<file path="config.mk">
export PLATFORM = sky130hd
export DESIGN_NAME = pi_regulator_deadband
export DESIGN_NICKNAME = d
export VERILOG_FILES = /design/src/design/pireg_pkg.sv /design/src/design/pi_regulator_deadband.sv /design/src/design/pireg_cfg.sv /design/src/design/pireg_core.sv
export SDC_FILE = /design/constraint.sdc
export NUM_CORES = 1
export LEC_CHECK = 0
export BUFFER_PORTS_ARGS = -buffer_cell sky130_fd_sc_hd__buf_2
export CORE_MARGIN = 1.5
export CORE_UTILIZATION = 57
export CTS_CLUSTER_DIAMETER = 120
export DETAILED_ROUTE_END_ITERATION = 8
export PLACE_DENSITY = 0.78
export SLEW_MARGIN = 5
export SYNTH_ARGS = -nofsm -noshare
export SYNTH_HDL_FRONTEND = slang
export SYNTH_SLANG_ARGS = --single-unit
</file>
<file path="constraint.sdc">
create_clock -name clk -period 13.95 [get_ports clk]
set_input_delay 1.395 -clock clk [delete_from_list [all_inputs] [get_ports clk]]
set_output_delay 1.395 -clock clk [all_outputs]
set_load 0.01 [all_outputs]
</file>
<file path="src/design/pireg_pkg.sv">
package pireg_pkg;

  // Field widths
  localparam int unsigned AdcW    = 10;
  localparam int unsigned GainW   = 8;
  localparam int unsigned ErrW    = 11;
  localparam int unsigned IntegW  = 17;
  localparam int unsigned AccW    = 27;
  localparam int unsigned DivBits = 8;   // output scale is 1/256

  // APB address width: five registers at 4-byte spacing
  localparam int unsigned AddrW   = 5;
  localparam int unsigned ApbDataW = 32;

  // Stream data widths (padded to whole bytes)
  localparam int unsigned InDataW  = 16;
  localparam int unsigned OutDataW = 24;

  // Register indexes
  typedef enum logic [2:0] {
    REG_SETPOINT   = 3'd0,
    REG_PROP_GAIN  = 3'd1,
    REG_INTEG_GAIN = 3'd2,
    REG_DEADBAND   = 3'd3,
    REG_OUT_MAX    = 3'd4
  } reg_idx_t;

  // Register reset values
  localparam logic [AdcW-1:0]  SetpointReset  = 10'd0;
  localparam logic [GainW-1:0] PropGainReset  = 8'd35;
  localparam logic [GainW-1:0] IntegGainReset = 8'd2;
  localparam logic [AdcW-1:0]  DeadbandReset  = 10'd2;
  localparam logic [AdcW-1:0]  OutMaxReset    = 10'd1023;

  // Anti-windup limits of the integrator
  localparam logic signed [IntegW-1:0] IntegLimitPos = 17'sd32000;
  localparam logic signed [IntegW-1:0] IntegLimitNeg = -17'sd32000;

  // Bias that turns an arithmetic shift into truncation toward zero
  localparam logic signed [AccW-1:0] DivBias = AccW'((1 << DivBits) - 1);

  typedef struct packed {
    logic [AdcW-1:0]  setpoint;
    logic [GainW-1:0] prop_gain;
    logic [GainW-1:0] integ_gain;
    logic [AdcW-1:0]  deadband;
    logic [AdcW-1:0]  out_max;
  } cfg_t;

  typedef struct packed {
    logic [AdcW-1:0]        drive;
    logic signed [ErrW-1:0] error;
    logic                   saturated;
  } res_t;

endpackage

</file>
<file path="src/design/pi_regulator_deadband.sv">
// PI regulator with deadband and integrator anti-windup.
//
// Input stream: one feedback sample per transaction on s_axis_*; tuser carries
// the clear-saturation flag. Output stream: one result per sample on
// m_axis_* with the drive, the error and the saturation flag.
// Gains, setpoint, deadband and drive limit are set through the APB port; the
// user must do so only while no sample is in flight; the block has no check for it.
//
// A sample passes from the input register to the output register and on to
// m_axis; it waits in the input register while the output register is held.
// Throughput: one sample per cycle while m_axis_tready stays high; the rate
// is set by the integrator/drive state loop. A stalled receiver holds the
// result in the output register; the input register still takes one more
// sample, then s_axis_tready drops. Reset (synchronous, active high) clears
// the integrator, the held drive, the saturation flag and the valid flags
// of both stream registers, and loads the default register values.
module pi_regulator_deadband (
  input  logic                                 clk,
  input  logic                                 rst,
  // Input stream
  input  logic                                 s_axis_tvalid,
  output logic                                 s_axis_tready,
  input  logic [pireg_pkg::InDataW-1:0]        s_axis_tdata,  // [9:0] feedback
  input  logic                                 s_axis_tuser,  // [0] clear_saturation
  // Output stream
  output logic                                 m_axis_tvalid,
  input  logic                                 m_axis_tready,
  output logic [pireg_pkg::OutDataW-1:0]       m_axis_tdata,  // [9:0] drive, [20:10] error
  output logic                                 m_axis_tuser,  // [0] saturated
  // Configuration
  input  logic                                 psel,
  input  logic                                 penable,
  input  logic                                 pwrite,
  input  logic [pireg_pkg::AddrW-1:0]          paddr,
  input  logic [pireg_pkg::ApbDataW-1:0]       pwdata,
  output logic [pireg_pkg::ApbDataW-1:0]       prdata,
  output logic                                 pready
);
  import pireg_pkg::*;

  cfg_t                     cfg;
  res_t                     res;
  logic signed [IntegW-1:0] integral_sum;

  logic                     in_valid;
  logic [AdcW-1:0]          in_feedback;
  logic                     in_clear;
  logic                     advance;
  logic                     s_take;

  res_t                     out_res;
  logic                     out_valid;

  pireg_cfg u_cfg (
    .clk     (clk),
    .rst     (rst),
    .psel    (psel),
    .penable (penable),
    .pwrite  (pwrite),
    .paddr   (paddr),
    .pwdata  (pwdata),
    .prdata  (prdata),
    .pready  (pready),
    .cfg     (cfg)
  );

  // Handshake: a sample moves to the output whenever the output is free or taken
  assign advance       = in_valid && (!out_valid || m_axis_tready);
  assign s_axis_tready = !in_valid || advance;
  assign s_take        = s_axis_tvalid && s_axis_tready;

  // Input register
  always_ff @(posedge clk) begin
    if (rst) begin
      in_valid <= 1'b0;
    end else if (s_axis_tready) begin
      in_valid <= s_axis_tvalid;
    end
  end

  always_ff @(posedge clk) begin
    if (s_take) begin
      in_feedback <= s_axis_tdata[AdcW-1:0];
      in_clear    <= s_axis_tuser;
    end
  end

  pireg_core u_core (
    .clk              (clk),
    .rst              (rst),
    .step             (advance),
    .cfg              (cfg),
    .feedback         (in_feedback),
    .clear_saturation (in_clear),
    .res              (res),
    .integral_sum     (integral_sum)
  );

  // Output register
  always_ff @(posedge clk) begin
    if (rst) begin
      out_valid <= 1'b0;
    end else if (advance) begin
      out_valid <= 1'b1;
    end else if (m_axis_tready) begin
      out_valid <= 1'b0;
    end
  end

  always_ff @(posedge clk) begin
    if (advance) begin
      out_res <= res;
    end
  end

  assign m_axis_tvalid = out_valid;
  assign m_axis_tdata  = {{(OutDataW - AdcW - ErrW){1'b0}}, out_res.error, out_res.drive};
  assign m_axis_tuser  = out_res.saturated;

  // A held sample goes to an empty output register on the next edge
  a_drain: assert property (@(posedge clk) disable iff (rst)
    in_valid && !out_valid |=> out_valid)
    else $error("pending sample not moved to output");

  // Integrator stays inside its bounded range
  a_integ_range: assert property (@(posedge clk) disable iff (rst)
    (integral_sum >= -17'sd33023) && (integral_sum <= 17'sd33022))
    else $error("integrator out of range");

  // An empty input register always accepts
  a_ready: assert property (@(posedge clk) disable iff (rst)
    !in_valid |-> s_axis_tready)
    else $error("input stalled while empty");

endmodule

</file>
<file path="src/design/pireg_cfg.sv">
module pireg_cfg (
  input  logic                              clk,
  input  logic                              rst,
  input  logic                              psel,
  input  logic                              penable,
  input  logic                              pwrite,
  input  logic [pireg_pkg::AddrW-1:0]       paddr,
  input  logic [pireg_pkg::ApbDataW-1:0]    pwdata,
  output logic [pireg_pkg::ApbDataW-1:0]    prdata,
  output logic                              pready,
  output pireg_pkg::cfg_t                   cfg
);
  import pireg_pkg::*;

  reg_idx_t idx;
  logic     wr_en;

  assign idx    = reg_idx_t'(paddr[AddrW-1:2]);
  assign wr_en  = psel && penable && pwrite;
  assign pready = 1'b1;

  // Register writes; unknown indexes are ignored
  always_ff @(posedge clk) begin
    if (rst) begin
      cfg.setpoint   <= SetpointReset;
      cfg.prop_gain  <= PropGainReset;
      cfg.integ_gain <= IntegGainReset;
      cfg.deadband   <= DeadbandReset;
      cfg.out_max    <= OutMaxReset;
    end else if (wr_en) begin
      unique case (idx)
        REG_SETPOINT:   cfg.setpoint   <= pwdata[AdcW-1:0];
        REG_PROP_GAIN:  cfg.prop_gain  <= pwdata[GainW-1:0];
        REG_INTEG_GAIN: cfg.integ_gain <= pwdata[GainW-1:0];
        REG_DEADBAND:   cfg.deadband   <= pwdata[AdcW-1:0];
        REG_OUT_MAX:    cfg.out_max    <= pwdata[AdcW-1:0];
        default: ;
      endcase
    end
  end

  // Read-back mux
  always_comb begin
    unique case (idx)
      REG_SETPOINT:   prdata = ApbDataW'(cfg.setpoint);
      REG_PROP_GAIN:  prdata = ApbDataW'(cfg.prop_gain);
      REG_INTEG_GAIN: prdata = ApbDataW'(cfg.integ_gain);
      REG_DEADBAND:   prdata = ApbDataW'(cfg.deadband);
      REG_OUT_MAX:    prdata = ApbDataW'(cfg.out_max);
      default:        prdata = '0;
    endcase
  end

endmodule

</file>
<file path="src/design/pireg_core.sv">
module pireg_core (
  input  logic                        clk,
  input  logic                        rst,
  input  logic                        step,
  input  pireg_pkg::cfg_t             cfg,
  input  logic [pireg_pkg::AdcW-1:0]  feedback,
  input  logic                        clear_saturation,
  output pireg_pkg::res_t             res,
  output logic signed [pireg_pkg::IntegW-1:0] integral_sum
);
  import pireg_pkg::*;

  logic [AdcW-1:0]          held_output;
  logic                     sat_flag;

  logic signed [ErrW-1:0]   err;
  logic [ErrW-1:0]          err_mag;
  logic                     outside;
  logic                     err_pos;
  logic                     sat_eff;
  logic                     integ_add;
  logic signed [IntegW-1:0] integ_next;
  logic signed [AccW-1:0]   acc;
  logic signed [AccW-1:0]   acc_adj;
  logic signed [AccW-1:0]   drv;
  logic signed [AccW-1:0]   max_s;
  logic [AdcW-1:0]          held_next;
  logic                     sat_next;

  // Error and deadband test
  assign err     = $signed({1'b0, cfg.setpoint}) - $signed({1'b0, feedback});
  assign err_mag = err[ErrW-1] ? ErrW'(-err) : ErrW'(err);
  assign outside = err_mag > {1'b0, cfg.deadband};
  assign err_pos = !err[ErrW-1] && (err != '0);
  assign sat_eff = sat_flag && !clear_saturation;

  // Integrator with anti-windup limits, frozen while saturated or inside the deadband
  assign integ_add = !sat_eff &&
                     ((err_pos && (integral_sum < IntegLimitPos)) ||
                      (!err_pos && (integral_sum > IntegLimitNeg)));
  assign integ_next = (outside && integ_add) ? integral_sum + IntegW'(err) : integral_sum;

  // Multiply-add, divide by 256 truncating toward zero
  assign acc = AccW'(err) * AccW'($signed({1'b0, cfg.prop_gain})) +
               AccW'(integ_next) * AccW'($signed({1'b0, cfg.integ_gain}));
  assign acc_adj = acc[AccW-1] ? acc + DivBias : acc;
  assign drv     = acc_adj >>> DivBits;
  assign max_s   = $signed(AccW'(cfg.out_max));

  // Clamp and saturation
  always_comb begin
    held_next = held_output;
    sat_next  = sat_eff;
    if (outside) begin
      if (drv > max_s) begin
        held_next = cfg.out_max;
        sat_next  = 1'b1;
      end else if (drv[AccW-1]) begin
        held_next = '0;
        sat_next  = 1'b1;
      end else begin
        held_next = drv[AdcW-1:0];
        sat_next  = 1'b0;
      end
    end
  end

  // Regulator state
  always_ff @(posedge clk) begin
    if (rst) begin
      integral_sum <= '0;
      held_output  <= '0;
      sat_flag     <= 1'b0;
    end else if (step) begin
      integral_sum <= integ_next;
      held_output  <= held_next;
      sat_flag     <= sat_next;
    end
  end

  assign res.drive     = held_next;
  assign res.error     = err;
  assign res.saturated = sat_next;

endmodule
</file>
# Word level (Yosys, flattened, before mapping)
# Index checks and enable logic that the tools add are counted.
# totals
ff_bits	109
output_inout_bits	60
word_cells	69
# op_classes
add_sub_neg	5
n_mul	2
magnitude_cmp	4
n_eq_ne	4
mux	12
reduce_logical	27
# ops
cell	n
case mux 10 bit (5 select lines)	1
two-way mux 10 bit	3
adder 27 bit	1
adder 27 x 9 -> 27 bit, second input constant	1
two-way mux 27 bit	1
multiplier 17 x 9 -> 26 bit	1
multiplier 11 x 9 -> 20 bit	1
greater-than comparator 19 x 11 -> 1 bit	1
adder 17 x 11 -> 17 bit	1
greater-than comparator 17 x 16 -> 1 bit, second input constant	1
less-than comparator 17 x 16 -> 1 bit, second input constant	1
two-way mux 17 bit	1
greater-than comparator 11 x 10 -> 1 bit	1
two-way mux 11 bit	1
negator 11 bit	1
nonzero test 11 bit	1
subtractor 10 x 10 -> 11 bit	1
logical AND 1 bit	10
AND reduction 2 bit	5
== test 3 x 2 -> 1 bit, second input constant	2
zero test 1 bit	6
two-way mux 1 bit	5
== test 3 x 1 -> 1 bit, second input constant	1
== test 3 bit, second input constant	1
other kinds (3)	5

# Longest topological paths before layout
# depth
word_depth	16
depth_mapped	70
ltp_nobuf	65

# Hierarchy
# A second synthesis with hierarchy kept.
# unflattened
hier_cells	1825
area_unflattened_um2	16458.3
# by_module_without_submodules
module	instances	cells_per_inst	area_per_inst_um2
pireg_core	1	1508	12877.4
pireg_cfg	1	270	2459.9
pi_regulator_deadband	1	47	1121.1

# Least setup slack after synthesis
# Ideal clock, no wire load.
# synth_timing
path_type	register -> register
from	register u_cfg.cfg[36] (netlist name)
to	register out_res (netlist bit m_axis_tdata[0]) (data pin)
setup_time_ps	145
arrival_ps	13161
required_time_ps	13805
path_slack_ps	645
stages_incl_launch_ff	67
synth_period_minus_slack_ps	13305
cell_sequence	dfxtp_1 inv_1 ha_1 inv_1 fa_1 a21o_1 a21oi_2 o21bai_2 a2111oi_0 or3_1 o21ai_2 inv_2 clkbuf_1 clkbuf_1 o21ai_0 ha_1 nor2b_1 o21a_1 [... 31 more ...] nor2_1 a21oi_1 o31a_2 nand3_1 nor2_1 xor2_1 ha_1 o21a_1 o21a_1 o21a_1 o21a_1 o21bai_1 a21oi_1 nor4b_2 mux2_4 and2_4 mux2_4 o21ai_1
# synth_rtl
item	line_no	text
end signal, assigned	pi_regulator_deadband.sv:112	out_res <= res;
end, declared	pi_regulator_deadband.sv:51	res_t out_res;

==> metrics.log <==
[metrics] Fin Hold WS: 0.4576 ns
[metrics] # rows: 62
[metrics] via count of the first global-routing pass: 12,931
[metrics] worst hold path type: reg -> reg
[metrics] Avg Synthesized Cell Area: 8.832 sq um
[metrics] initial antenna violation count: 0
[metrics] Reg power frac: 11.4%
[metrics] number of flops mapped to enable cells by yosys: 33
[metrics] part of the power in the clock network: 8.0%
[metrics] DRC violation count after routing: 0
[metrics] TritonCTS clock tree: built
[metrics] routability cong.: 0.9864
[metrics] worst r2r dst: m_axis_tdata[0]
[metrics] Iteration-0 DRC Markers: 914
[metrics] clk_lat worst skew: 0.36 ns
[metrics] cells taking the most area after synthesis: sky130_fd_sc_hd__fa_1, sky130_fd_sc_hd__ha_1, sky130_fd_sc_hd__dfxtp_1
[metrics] Critical Path End Type: register
[metrics] Setup crit start: u_cfg.cfg[36]
[metrics] per-cell routed wire length: 17.08 microns
[metrics] internal portion of total power: 1.690 mW
[metrics] die span in x: 173.6 microns
[metrics] capturing instance or port of the critical path: m_axis_tdata[0]
[metrics] post-synthesis instance area: 16,590 sq um
[metrics] crit path kind: reg -> reg
[metrics] share of the clock period used by the worst path: 96.59%
[metrics] most common cell in the synthesized netlist: sky130_fd_sc_hd__inv_1
[metrics] ys flop type: sky130_fd_sc_hd__dfxtp_1
[metrics] core region area: 28,700 sq um
[metrics] Combinational Power Share: 80.6%
[metrics] run status: finished clean
[metrics] Mapped Cells: 1,879
[metrics] pin slew with the least headroom to its limit: 1.235 ns
[metrics] complex-gate fraction of the synthesized area: 12.41%
[metrics] effective utilization at floorplan: 57.82%
[metrics] Unique masters post-synth: 100
[metrics] vias per inst: 5.654
[metrics] first-pass detailed-route iteration total: 6
[metrics] register-to-register setup slack: 0.48 ns
[metrics] fillcell total: 2,367
[metrics] Storage cell area: 2512 sq um
[metrics] fraction of synthesized cell area in xor and xnor cells: 5.255%
[metrics] Max Buffers Root-to-Sink: 2
[metrics] dpl hpwl: 32.11 mm
[metrics] total clock buffers created by CTS: 9
[metrics] top-area cell type share of the netlist area: 22.08%
[metrics] wire length of the first global-routing pass: 63.85 mm
[metrics] clock root cell: sky130_fd_sc_hd__clkbuf_16
[metrics] setup skew after layout: 0.02096 ns
[metrics] max-cap violations: 0
[metrics] Worst Path Max Fanout: 11
[metrics] worst slew slack as a fraction of its limit: 17.45%
[metrics] synthesis warning total: 0
[metrics] power spent charging and discharging nets: 1.804 mW
[metrics] cell taking the most area after synthesis: sky130_fd_sc_hd__fa_1
[metrics] ranking of synthesized cells by instance count: sky130_fd_sc_hd__inv_1, sky130_fd_sc_hd__fa_1, sky130_fd_sc_hd__ha_1
[metrics] routed wire length: 39.52 mm
[metrics] share of cells above drive strength 1: 11.04%
[metrics] Clock Sinks: 109
[metrics] TNS Setup: 0 ns
[metrics] dominant combinational cell family by area after synthesis: adder cells
[metrics] sequential share of the synthesized area: 15.14%
[metrics] chip height: 173.6 microns
[metrics] data required time at the worst endpoint: 14.14 ns
[metrics] clock-pin slew reported for the worst setup and hold paths after clock tree synthesis: 0.08 ns
[metrics] share of synthesized cell area in full adder, half adder and majority cells: 34.52%
[metrics] max frequency: 0.07422 GHz
[metrics] H-tree depth reported by CTS: 3
[metrics] count of pins on the block boundary: 121
[metrics] Max Transition Viols Final: 0
[metrics] number of synthesized register bits: 109
[metrics] leakage power total: 8.645 nW
[metrics] remaining global-route overflow: 0
[metrics] number of endpoints failing setup at the final stage: 0
[metrics] hold-fix buffers at CTS: 0
[metrics] area enclosed by the die boundary: 30,150 sq um
[metrics] Arr. time, crit path: 13.66 ns
[metrics] Area Growth Syn to Fin: 7.253%
[metrics] pin count of the biggest net entering global routing: 62
[metrics] # nets final: 2,334
[metrics] total power divided by cell area: 196.3 nW/um^2
[metrics] Sw Ratio: 51.63%
[metrics] nature of the critical path startpoint: register
[metrics] Port-buffer cells: 64
[metrics] multi-input combinational cell area: 12,810 sq um
[metrics] share of synthesized area spent on multiplexers: 4.991%
[metrics] asr flop ratio synth: 0%
[metrics] VDD IR-drop max: 147.9 uV
[metrics] number of antenna-violating nets in the routed design: 0
[metrics] delay of the slowest cell on the worst path: 0.55 ns
[metrics] minimum period implied by the final worst setup slack: 13.47 ns
[metrics] highest-delay cell along the critical path: sky130_fd_sc_hd__or4_4
[metrics] final-report hold violation count: 0
[metrics] ANT cells: 0
[metrics] simple-gate share of the synthesized area: 18.06%
[metrics] Worst R2R Start: u_cfg.cfg[36]
[metrics] total via count after detailed routing: 13,083
[metrics] Worst Reg-to-Reg Cells: 58
[metrics] overall fraction of global-route tracks in use: 26.27%
-- metal layers --
| layer | vias up | GRT usage [%] | wire (microns) |
|---|---|---|---|
| met5 | - | 0 | 0 |
| met4 | 0 | 7.184 | 910 |
| met3 | 64 | 3.180 | 2696 |
| met2 | 410 | 45.25 | 19110 |
| met1 | 6387 | 35.00 | 16800 |
| li1 | 6222 | - | - |
-- layout make-up --
cell class	instances	area share, %
clock buffer	10	1.286
clock inverter	6	0.4851
tap	384	2.699
timing repair buffer	104	3.599
inverter	277	5.842
multi-input combinational	1424	71.97
sequential	109	14.12
-- state kept, by name (all words and copies together) (netlist names), 10 cells and up --
signal,count
in_feedback,10
m_axis_tdata,21
u_core.integral_sum,17
u_core.held_output,10
u_cfg.cfg,46
-- worst max-delay path, delay by kind of cell (launching register included) --
family / cells / cell delay (ns)
buffers and inverters: 5 / 0.54
AOI/OAI and AO/OA: 22 / 4.11
DFF: 1 / 0.34
and+or+nand+nor: 14 / 3.25
muxes: 3 / 0.79
adders and majority gates: 10 / 3.83
xor gates and xnor gates: 4 / 0.43
-- through the flow --
step	cell area, sq um	setup WS (ns)	std cells	util [%]	power (mW)
2_1_floorplan	16680	0.6445	1903	-	2.483
3_3_place_gp	17170	0.1595	2285	59.83	2.926
3_5_place_dp	17170	-0.2393	2285	59.83	2.993
4_1_cts	17500	0.02140	2301	60.98	3.293
5_1_grt	17800	-0.09338	2314	62.01	3.801
6_report	17800	0.4762	2314	62.01	3.493
-- cell usage in the layout, fill, tap and decap left out, types with 37 or more instances in the layout --
cell	instances
sky130_fd_sc_hd__a21oi_1	83
sky130_fd_sc_hd__and2_1	89
sky130_fd_sc_hd__buf_2	64
sky130_fd_sc_hd__buf_4	37
sky130_fd_sc_hd__dfxtp_1	76
sky130_fd_sc_hd__fa_1	182
sky130_fd_sc_hd__ha_1	162
sky130_fd_sc_hd__inv_1	273
sky130_fd_sc_hd__mux2i_1	53
sky130_fd_sc_hd__nand2_1	162
sky130_fd_sc_hd__nor2_1	108
sky130_fd_sc_hd__nor2b_1	62
sky130_fd_sc_hd__o21ai_0	41
sky130_fd_sc_hd__xnor2_1	68
-- cells by family (layout without fill, tap and decap cells) --
kind of cell | after synthesis | after routing
AND/OR/NAND/NOR | 581 | 581
flip-flops | 109 | 109
XOR/XNOR | 97 | 97
AO/OA/AOI/OAI | 301 | 301
buffers and inverters | 370 | 397
other | 2 | 26
adder cells (fa/ha/maj) | 348 | 348
multiplexers | 71 | 71
-- worst min path at each step --
stage                     startpoint               endpoint  slack (ns)  depth (start not counted)
4_1_cts        u_core.held_output[4]  u_core.held_output[4]        0.46                          2
3_3_place_gp   u_core.held_output[6]  u_core.held_output[6]        0.43                          2
5_1_grt        u_core.held_output[6]  u_core.held_output[6]        0.48                          2
3_5_place_dp   u_core.held_output[4]  u_core.held_output[4]        0.44                          2
6_report       u_core.held_output[4]  u_core.held_output[4]        0.46                          2
2_1_floorplan  u_core.held_output[1]  u_core.held_output[1]        0.42                          2
-- repair_timing --
item | in CTS | in global routing
setup buffers | 0 | 13
resized for setup | 4 | 38
endpoints found under the setup margin | 15 | 22
pin swaps | 0 | 23
-- power groups by stage --
| stage | registers, mW | logic, mW | clock network (mW) |
|---|---|---|---|
| floorplan | 0.409 | 2.07 | 0 |
| global placement | 0.404 | 2.52 | 0 |
| detailed placement | 0.405 | 2.59 | 0 |
| CTS | 0.398 | 2.61 | 0.281 |
| global route | 0.401 | 3.11 | 0.293 |
| finish | 0.398 | 2.82 | 0.280 |
(Power assumes the default switching activity.)
